File: config.mk
export PLATFORM = sky130hd
export DESIGN_NAME = circular_queue_engine
export DESIGN_NICKNAME = d
export VERILOG_FILES = /design/src/rtl/cqe_pkg.sv /design/src/rtl/cqe_ram.sv /design/src/rtl/cqe_front.sv /design/src/rtl/cqe_back.sv /design/src/rtl/circular_queue_engine.sv
export SDC_FILE = /design/constraint.sdc
export NUM_CORES = 2
export LEC_CHECK = 0
export BUFFER_PORTS_ARGS = -buffer_cell sky130_fd_sc_hd__buf_2
export CORE_AREA = 2 2 388 390
export CTS_BUF_LIST = sky130_fd_sc_hd__clkbuf_16
export DETAILED_ROUTE_END_ITERATION = 8
export DIE_AREA = 0 0 390 392
export MAX_ROUTING_LAYER = met4
export PLACE_DENSITY = 0.84
export SKIP_LAST_GASP = 1
export SYNTH_ARGS = -nofsm -noshare
export SYNTH_HDL_FRONTEND = slang
export SYNTH_SLANG_ARGS = --single-unit
File: constraint.sdc
create_clock -name i_clk -period 10.9 [get_ports i_clk]
set_input_delay 1.09 -clock i_clk [delete_from_list [all_inputs] [get_ports i_clk]]
set_output_delay 1.09 -clock i_clk [all_outputs]
set_load 0.02 [all_outputs]
File: src/rtl/cqe_pkg.sv
`timescale 1ns / 1ps

package cqe_pkg;

    localparam int DEPTH   = 64;
    localparam int AW      = $clog2(DEPTH);
    localparam int CW      = $clog2(DEPTH + 1);
    localparam int CFG_W   = 7;
    localparam int DATA_W  = 32;
    localparam int CMDQ_N  = 2;

    typedef enum logic [1:0] {
        OP_ENQ  = 2'd0,
        OP_DEQ  = 2'd1,
        OP_DISP = 2'd2
    } t_op;

    localparam logic [1:0] ST_OK    = 2'd0;
    localparam logic [1:0] ST_FULL  = 2'd1;
    localparam logic [1:0] ST_EMPTY = 2'd2;

    typedef struct packed {
        t_op                      op;
        logic signed [DATA_W-1:0] value;
    } t_cmd;

    // clamp written capacity to 1..DEPTH
    function automatic logic [CW-1:0] eff_cap(input logic [CFG_W-1:0] v);
        logic [CW-1:0] r;
        if (v == '0) begin
            r = CW'(1);
        end else if (v > CFG_W'(DEPTH)) begin
            r = CW'(DEPTH);
        end else begin
            r = CW'(v);
        end
        return r;
    endfunction

    function automatic logic [AW-1:0] ring_adv(input logic [AW-1:0] idx,
                                               input logic [CW-1:0] cap);
        logic [CW-1:0] nxt;
        nxt = CW'(idx) + CW'(1);
        return (nxt >= cap) ? '0 : nxt[AW-1:0];
    endfunction

endpackage

File: src/rtl/cqe_ram.sv
`timescale 1ns / 1ps

module cqe_ram #(
    parameter int WIDTH = 32,
    parameter int DEPTH = 64
) (
    input  logic                     i_clk,
    input  logic                     i_we,
    input  logic [$clog2(DEPTH)-1:0] i_waddr,
    input  logic [WIDTH-1:0]         i_wdata,
    input  logic                     i_re,
    input  logic [$clog2(DEPTH)-1:0] i_raddr,
    output logic [WIDTH-1:0]         o_rdata
);

    logic [WIDTH-1:0] r_mem [DEPTH];
    logic [WIDTH-1:0] r_rdata;

    always_ff @(posedge i_clk) begin
        if (i_we) begin
            r_mem[i_waddr] <= i_wdata;
        end
        if (i_re) begin
            r_rdata <= r_mem[i_raddr];
        end
    end

    assign o_rdata = r_rdata;

endmodule

File: src/rtl/cqe_front.sv
`timescale 1ns / 1ps

module cqe_front (
    input  logic                             i_clk,
    input  logic                             i_rst_n,
    input  logic                             push,
    output logic                             full,
    input  logic [1:0]                       i_command,
    input  logic signed [cqe_pkg::DATA_W-1:0] i_value,
    output logic                             o_cmd_valid,
    output cqe_pkg::t_cmd                    o_cmd,
    input  logic                             i_cmd_take
);
    import cqe_pkg::*;

    localparam int PW = $clog2(CMDQ_N);

    t_cmd          r_q [CMDQ_N];
    logic [PW-1:0] r_wptr;
    logic [PW-1:0] r_rptr;
    logic [PW:0]   r_cnt;
    logic          w_store;
    logic          w_take;
    t_cmd          w_cmd;

    // unused command code is swallowed here
    always_comb begin
        w_cmd.value = i_value;
        w_cmd.op    = OP_ENQ;
        w_store     = 1'b0;
        case (i_command)
            OP_ENQ: begin
                w_cmd.op = OP_ENQ;
                w_store  = push && !full;
            end
            OP_DEQ: begin
                w_cmd.op = OP_DEQ;
                w_store  = push && !full;
            end
            OP_DISP: begin
                w_cmd.op = OP_DISP;
                w_store  = push && !full;
            end
            default: begin
                w_store = 1'b0;
            end
        endcase
    end

    assign full        = (r_cnt == (PW+1)'(CMDQ_N));
    assign o_cmd_valid = (r_cnt != '0);
    assign o_cmd       = r_q[r_rptr];
    assign w_take      = o_cmd_valid && i_cmd_take;

    always_ff @(posedge i_clk) begin
        if (!i_rst_n) begin
            r_wptr <= '0;
            r_rptr <= '0;
            r_cnt  <= '0;
        end else begin
            if (w_store) begin
                r_q[r_wptr] <= w_cmd;
                r_wptr      <= r_wptr + PW'(1);
            end
            if (w_take) begin
                r_rptr <= r_rptr + PW'(1);
            end
            case ({w_store, w_take})
                2'b10:   r_cnt <= r_cnt + (PW+1)'(1);
                2'b01:   r_cnt <= r_cnt - (PW+1)'(1);
                default: r_cnt <= r_cnt;
            endcase
        end
    end

endmodule

File: src/rtl/cqe_back.sv
`timescale 1ns / 1ps

module cqe_back (
    input  logic                              i_clk,
    input  logic                              i_rst_n,
    input  logic                              i_cfg_we,
    input  logic [cqe_pkg::CFG_W-1:0]         i_cfg_wdata,
    input  logic                              i_cmd_valid,
    input  cqe_pkg::t_cmd                     i_cmd,
    output logic                              o_cmd_take,
    output logic                              empty,
    input  logic                              pop,
    output logic [1:0]                        o_status,
    output logic signed [cqe_pkg::DATA_W-1:0] o_data,
    output logic                              o_last
);
    import cqe_pkg::*;

    typedef enum logic {
        S_IDLE,
        S_READ
    } t_state;

    t_state             r_state, n_state;
    logic [AW-1:0]      r_head, n_head;
    logic [AW-1:0]      r_tail, n_tail;
    logic [AW-1:0]      r_walk, n_walk;
    logic [CW-1:0]      r_count, n_count;
    logic [CW-1:0]      r_left, n_left;
    logic [CW-1:0]      r_cap, n_cap;
    logic               r_out_valid, n_out_valid;
    logic [1:0]         r_out_status, n_out_status;
    logic [DATA_W-1:0]  r_out_data, n_out_data;
    logic               r_out_last, n_out_last;

    logic               w_out_free;
    logic               w_take;
    logic               w_we;
    logic               w_re;
    logic [AW-1:0]      w_raddr;
    logic [DATA_W-1:0]  w_rdata;

    cqe_ram #(
        .WIDTH (DATA_W),
        .DEPTH (DEPTH)
    ) u_store (
        .i_clk   (i_clk),
        .i_we    (w_we),
        .i_waddr (r_tail),
        .i_wdata (i_cmd.value),
        .i_re    (w_re),
        .i_raddr (w_raddr),
        .o_rdata (w_rdata)
    );

    assign w_out_free = !r_out_valid || pop;
    assign w_take     = (r_state == S_IDLE) && i_cmd_valid && w_out_free;
    assign o_cmd_take = w_take;

    always_comb begin
        n_state      = r_state;
        n_head       = r_head;
        n_tail       = r_tail;
        n_walk       = r_walk;
        n_count      = r_count;
        n_left       = r_left;
        n_cap        = r_cap;
        n_out_valid  = r_out_valid && !pop;
        n_out_status = r_out_status;
        n_out_data   = r_out_data;
        n_out_last   = r_out_last;
        w_we         = 1'b0;
        w_re         = 1'b0;
        w_raddr      = r_head;

        if (w_take) begin
            case (i_cmd.op)
                OP_ENQ: begin
                    n_out_valid = 1'b1;
                    n_out_data  = '0;
                    n_out_last  = 1'b1;
                    if (r_count >= r_cap) begin
                        n_out_status = ST_FULL;
                    end else begin
                        n_out_status = ST_OK;
                        w_we         = 1'b1;
                        n_tail       = ring_adv(r_tail, r_cap);
                        n_count      = r_count + CW'(1);
                    end
                end
                OP_DEQ, OP_DISP: begin
                    if (r_count == '0) begin
                        n_out_valid  = 1'b1;
                        n_out_status = ST_EMPTY;
                        n_out_data   = '0;
                        n_out_last   = 1'b1;
                    end else begin
                        w_re    = 1'b1;
                        n_state = S_READ;
                        if (i_cmd.op == OP_DEQ) begin
                            n_head  = ring_adv(r_head, r_cap);
                            n_count = r_count - CW'(1);
                            n_left  = CW'(1);
                        end else begin
                            n_walk = ring_adv(r_head, r_cap);
                            n_left = r_count;
                        end
                    end
                end
                default: begin
                    n_state = S_IDLE;
                end
            endcase
        end else if (r_state == S_READ && w_out_free) begin
            n_out_valid  = 1'b1;
            n_out_status = ST_OK;
            n_out_data   = w_rdata;
            n_out_last   = (r_left == CW'(1));
            n_left       = r_left - CW'(1);
            if (r_left == CW'(1)) begin
                n_state = S_IDLE;
            end else begin
                w_re    = 1'b1;
                w_raddr = r_walk;
                n_walk  = ring_adv(r_walk, r_cap);
            end
        end

        // capacity write also empties the queue
        if (i_cfg_we) begin
            n_cap   = eff_cap(i_cfg_wdata);
            n_head  = '0;
            n_tail  = '0;
            n_count = '0;
        end
    end

    always_ff @(posedge i_clk) begin
        if (!i_rst_n) begin
            r_state     <= S_IDLE;
            r_head      <= '0;
            r_tail      <= '0;
            r_walk      <= '0;
            r_count     <= '0;
            r_left      <= '0;
            r_cap       <= CW'(DEPTH);
            r_out_valid <= 1'b0;
        end else begin
            r_state     <= n_state;
            r_head      <= n_head;
            r_tail      <= n_tail;
            r_walk      <= n_walk;
            r_count     <= n_count;
            r_left      <= n_left;
            r_cap       <= n_cap;
            r_out_valid <= n_out_valid;
        end
        r_out_status <= n_out_status;
        r_out_data   <= n_out_data;
        r_out_last   <= n_out_last;
    end

    assign empty    = !r_out_valid;
    assign o_status = r_out_status;
    assign o_data   = r_out_data;
    assign o_last   = r_out_last;

`ifndef NO_ASSERTIONS
    a_count_in_cap: assert property (@(posedge i_clk) disable iff (!i_rst_n)
        r_count <= r_cap)
        else $error("entry count beyond capacity");

    a_cap_range: assert property (@(posedge i_clk) disable iff (!i_rst_n)
        r_cap != '0 && r_cap <= CW'(DEPTH))
        else $error("effective capacity out of range");

    a_empty_ptrs: assert property (@(posedge i_clk) disable iff (!i_rst_n)
        r_count == '0 |-> r_head == r_tail)
        else $error("empty queue with head and tail apart");

    a_walk_left: assert property (@(posedge i_clk) disable iff (!i_rst_n)
        r_state == S_READ |-> r_left != '0 && r_left <= r_count + CW'(1))
        else $error("read walk with bad remaining count");
`endif

endmodule

File: src/rtl/circular_queue_engine.sv
`timescale 1ns / 1ps
// Channel   Handshake               Payload
// command   push / full             i_command, i_value
// result    empty / pop             o_status, o_data, o_last
// config    i_cfg_we                i_cfg_wdata (capacity, write also empties the queue)
//
// Enqueue answers without a store read; dequeue and display use the registered
// store read port, and display yields one entry per cycle unless the result stalls.
// A 2-deep command queue lets commands land while the back end is busy.
// Synchronous active-low reset; store contents are not cleared, no sweep needed.
// A stalled result holds the back end; commands keep landing until full.

module circular_queue_engine (
    input  logic                              i_clk,
    input  logic                              i_rst_n,
    input  logic                              push,
    output logic                              full,
    input  logic [1:0]                        i_command,
    input  logic signed [cqe_pkg::DATA_W-1:0] i_value,
    output logic                              empty,
    input  logic                              pop,
    output logic [1:0]                        o_status,
    output logic signed [cqe_pkg::DATA_W-1:0] o_data,
    output logic                              o_last,
    input  logic                              i_cfg_we,
    input  logic [cqe_pkg::CFG_W-1:0]         i_cfg_wdata
);
    import cqe_pkg::*;

    logic w_cmd_valid;
    logic w_cmd_take;
    t_cmd w_cmd;

    cqe_front u_front (
        .i_clk       (i_clk),
        .i_rst_n     (i_rst_n),
        .push        (push),
        .full        (full),
        .i_command   (i_command),
        .i_value     (i_value),
        .o_cmd_valid (w_cmd_valid),
        .o_cmd       (w_cmd),
        .i_cmd_take  (w_cmd_take)
    );

    cqe_back u_back (
        .i_clk       (i_clk),
        .i_rst_n     (i_rst_n),
        .i_cfg_we    (i_cfg_we),
        .i_cfg_wdata (i_cfg_wdata),
        .i_cmd_valid (w_cmd_valid),
        .i_cmd       (w_cmd),
        .o_cmd_take  (w_cmd_take),
        .empty       (empty),
        .pop         (pop),
        .o_status    (o_status),
        .o_data      (o_data),
        .o_last      (o_last)
    );

endmodule

==> results by group <==
Floorplanning
  • IO Pins: 83
  • FP Rows: 142
  • Core footprint: approximately 0.15 mm^2
  • Initial core utilization: 58.5%
  • Die width: 390 um
  • Die height: between 300 and 400 um
  • Die ar.: roughly 0.15 mm^2

Timing
  • Final period util: 53.4%
  • Minimum clock period: ~5800 ps
  • Fin. Hold Viols: 0
  • Max_slew headroom: roughly 8.1%
  • Setup TNS: 0 ps
  • Fin Hold WS: between 400 and 500 ps
  • RSZ-0062 raised after global routing: no
  • Clock Skews: between 20 and 30 ps
  • Max Freq: around 0.17 GHz
  • Worst Tran Pin Value: 1380 ps
  • Slew Limit Fails: 0
  • Endpoints failing setup: 0

Clock tree
  • H-tree lvl count: 4
  • Root buf cell: clkbuf_16
  • Clock Latency Late Sink: between 800 and 900 ps
  • Clock Pin Slew Worst Setup and Hold Paths: approximately 60 ps
  • Number of setup buffers added after CTS: 0
  • CTS tree: done
  • Total CTS buffers: a little under 200
  • CTS Hold Buffers Added: 0
  • CTS resizes: 0
  • Clock net sink count: between 2000 and 2500
  • Max clock buf depth: 3

Synth
  • Most used DFF post-synth: edfxtp_1
  • Most frequent cells after synthesis: edfxtp_1 (2183), nand2_1 (1818), nand3_1 (780)
  • Syn Nets: between 6000 and 7000
  • Avg Cell Area, Syn: between 10 and 15 um^2
  • Post-synth top area cell: edfxtp_1
  • Mapped Cells: 6342
  • Fraction of the mapped netlist area in adder cells: less than 1%
  • Top-area cell type share of the netlist area: ~75%
  • Ys async rst share: 0%
  • Top-count cell post-synth: edfxtp_1
  • Largest family of logic cells by synthesized area: simple AND/OR/NAND/NOR gates
  • Synth warn: 0
  • Simple-Gate Fraction of Synth Area: roughly 16%
  • EDFF count, synth: 2183
  • Mux share of post-synthesis cell area: 2.11%
  • Most area-consuming cells after synthesis: edfxtp_1 (75%), nand2_1 (7.8%), nand3_1 (4.5%)
  • XOR/XNOR share of the synthesized area: 0.231%
  • Compound-Gate Fraction of Synth Area: 2.60%
  • #FFs+latches synth: around 2200
  • Post-synthesis sequential area ratio: 76.3%
  • Mapped Area: slightly below 0.09 mm^2
  • Synth unique cells: 55

Cells and area
  • Register area: 0.0665 mm^2
  • Fraction of layout cells with a size suffix above 1: a little under a tenth
  • Area Growth Syn to Fin: 10.4%
  • Post-layout util: 64.5%
  • Fillers: 9407
  • Area of the multi-input gates: ~0.019 mm^2
  • Post-Layout Cell Count: between 8000 and 9000
  • Final net count: 6466

Place
  • Dpl cells: between 8000 and 9000
  • Final HPWL DP: 123 mm
  • Gpl congestion: 0.872
  • PortBufs: 82

Routing
  • # DRC: 0
  • Via count: around 57000
  • Router iterations before antenna repair: 9
  • WL per Instance: ~29 um
  • Initial drt markers: about 11000
  • Post-route ant nets: 0
  • Routed vias/inst: roughly 6.7
  • Wirelength, routed: ~240 mm

Setup path
  • CP max-delay cell: mux2i_4
  • Setup crit start: u_back.r_left[3]
  • Cell Chain, Critical Path: or4_4 > o211ai_2 > buf_4 > mux2i_4 > buf_12 > buf_4 > mux2i_1 > a32oi_1 > nand4_1 > nand4_1 > or3_1
  • Req. time, crit path: roughly 11000 ps
  • Worst R2R Setup Slack: roughly 5100 ps
  • Worst Reg-to-Reg Cells: 11
  • R2R Path Start: u_back.r_left[3]
  • Arr. time, crit path: between 6000 and 7000 ps
  • Worst setup SP type: flop
  • Reg2reg end: u_back.u_store.o_rdata[29]
  • Worst path max stage delay: 980 ps
  • CP endpoint kind: flop
  • Worst setup path end: u_back.u_store.o_rdata[29]
  • Worst setup path class: reg2reg
  • Critical path peak fanout: 148

Global routing
  • Initial antenna violation count: 13
  • Largest net degree at the start of global routing: 183
  • First-pass GRT wire length: 351 mm
  • Grt ovf: 0
  • Vias in the first global route: around 56000
  • All-Layer GR Usage: between 30% and 40%

Job
  • Max Cap Violations: 0

Pwr
  • Leak: between 30 and 40 nW
  • Post-layout power: between 15 and 20 mW
  • Max VDD drop: 149 uV
  • Cell Pwr Density: approximately 200 mW/mm^2

Status
  • Outcome: finished, final reports clean

Min path
  • Hold Path Class: in2reg
## kinds of logic after synthesis
group                      after synthesis
DFF                                   2229
adders and majority gates               44
xor gates and xnor gates                23
buffers and inverters                  418
and+or+nand+nor                       3142
muxes                                  179
AOI/OAI and AO/OA                      307
## cell usage in the layout, fill, tap and decap left out, types with 5 or more instances in the layout
cell type / instances
a211oi_1: 5
a21o_1: 12
a21oi_1: 26
a31oi_1: 5
a32oi_1: 135
and2_1: 43
and3_1: 6
buf_12: 10
buf_2: 82
buf_4: 127
bufinv_16: 11
clkbuf_16: 199
clkinv_1: 54
clkinv_2: 42
clkinvlp_4: 9
dfxtp_1: 45
diode_2: 15
edfxtp_1: 2183
ha_1: 43
inv_1: 62
inv_6: 7
mux2_2: 33
mux2i_1: 144
nand2_1: 1817
nand2b_1: 17
nand3_1: 780
nand3b_1: 8
nand4_1: 290
nor2_1: 49
nor2_4: 67
nor2b_1: 7
nor3_1: 5
o21ai_0: 29
o22ai_1: 62
o31ai_1: 7
or3_1: 35
xnor2_1: 14
xor2_1: 9
## layer usage
layer / track usage [%] / vias up / wire (um)
met2: 50.0 / 5253 / 114000
li1: - / 23500 / -
met3: 7.23 / 1084 / 33000
met4: 20.7 / 0 / 18500
met5: - / - / 0
met1: 38.5 / 27300 / 77900
## worst min-delay path by stage
stage	cells past startpoint	endpoint	from
final	1	u_front.r_q[0][7]	i_value[7]
after global routing	1	u_front.r_q[0][7]	i_value[7]
after CTS	1	u_front.r_q[0][7]	i_value[7]
after detailed placement	2	u_back.r_left[6]	u_back.r_left[6]
after global placement	2	u_back.r_left[6]	u_back.r_left[6]
after floorplan	2	u_back.r_left[6]	u_back.r_left[6]
## cell type report
| cell class | instances | area share, % |
|---|---|---|
| sequential | 2229 | 69.2 |
| multi-input combinational | 3695 | 20.1 |
| clock buffer | 199 | 5.18 |
| tap | 1944 | 2.53 |
| timing repair buffer | 219 | 1.63 |
| clock inverter | 162 | 1.22 |
| inverter | 34 | 0.133 |
| antenna | 15 | 0.0391 |
## state kept, by name (all words and copies together) (netlist names), 2 cells and up, named ones only
name	count
u_back.u_store.r_mem	2048
u_front.r_q	68
u_back.o_data	32
u_back.u_store.o_rdata	32
u_back.r_cap	7
u_back.r_count	7
u_back.r_left	7
u_back.r_head	6
u_back.r_tail	6
u_back.r_walk	6
u_back.o_status	2
u_front.r_cnt	2
## report_power, final
part / switching, mW / internal [mW] / leakage [nW]
registers: 0.129 / 10.2 / 20.0
clock network: 3.11 / 3.59 / 3.13
logic: 1.52 / 0.410 / 9.40
## critical path: cells and delay by family, from the launching register on
| kind | cells | cell delay [ps] |
|---|---|---|
| compound gates | 2 | 260 |
| mux | 2 | 1310 |
| simple gates | 4 | 1720 |
| flops | 1 | 350 |
| buf+inv | 3 | 1680 |
## metrics by stage
stage | setup slack, ps | cell area [um^2]
finish | 5080 | 96100
global route | 5000 | 96100
CTS | 5190 | 96100
detailed placement | 4860 | 89900
global placement | 5010 | 89900
floorplan | 6590 | 87100
No activity file was read; power rests on OpenSTA's default activity.
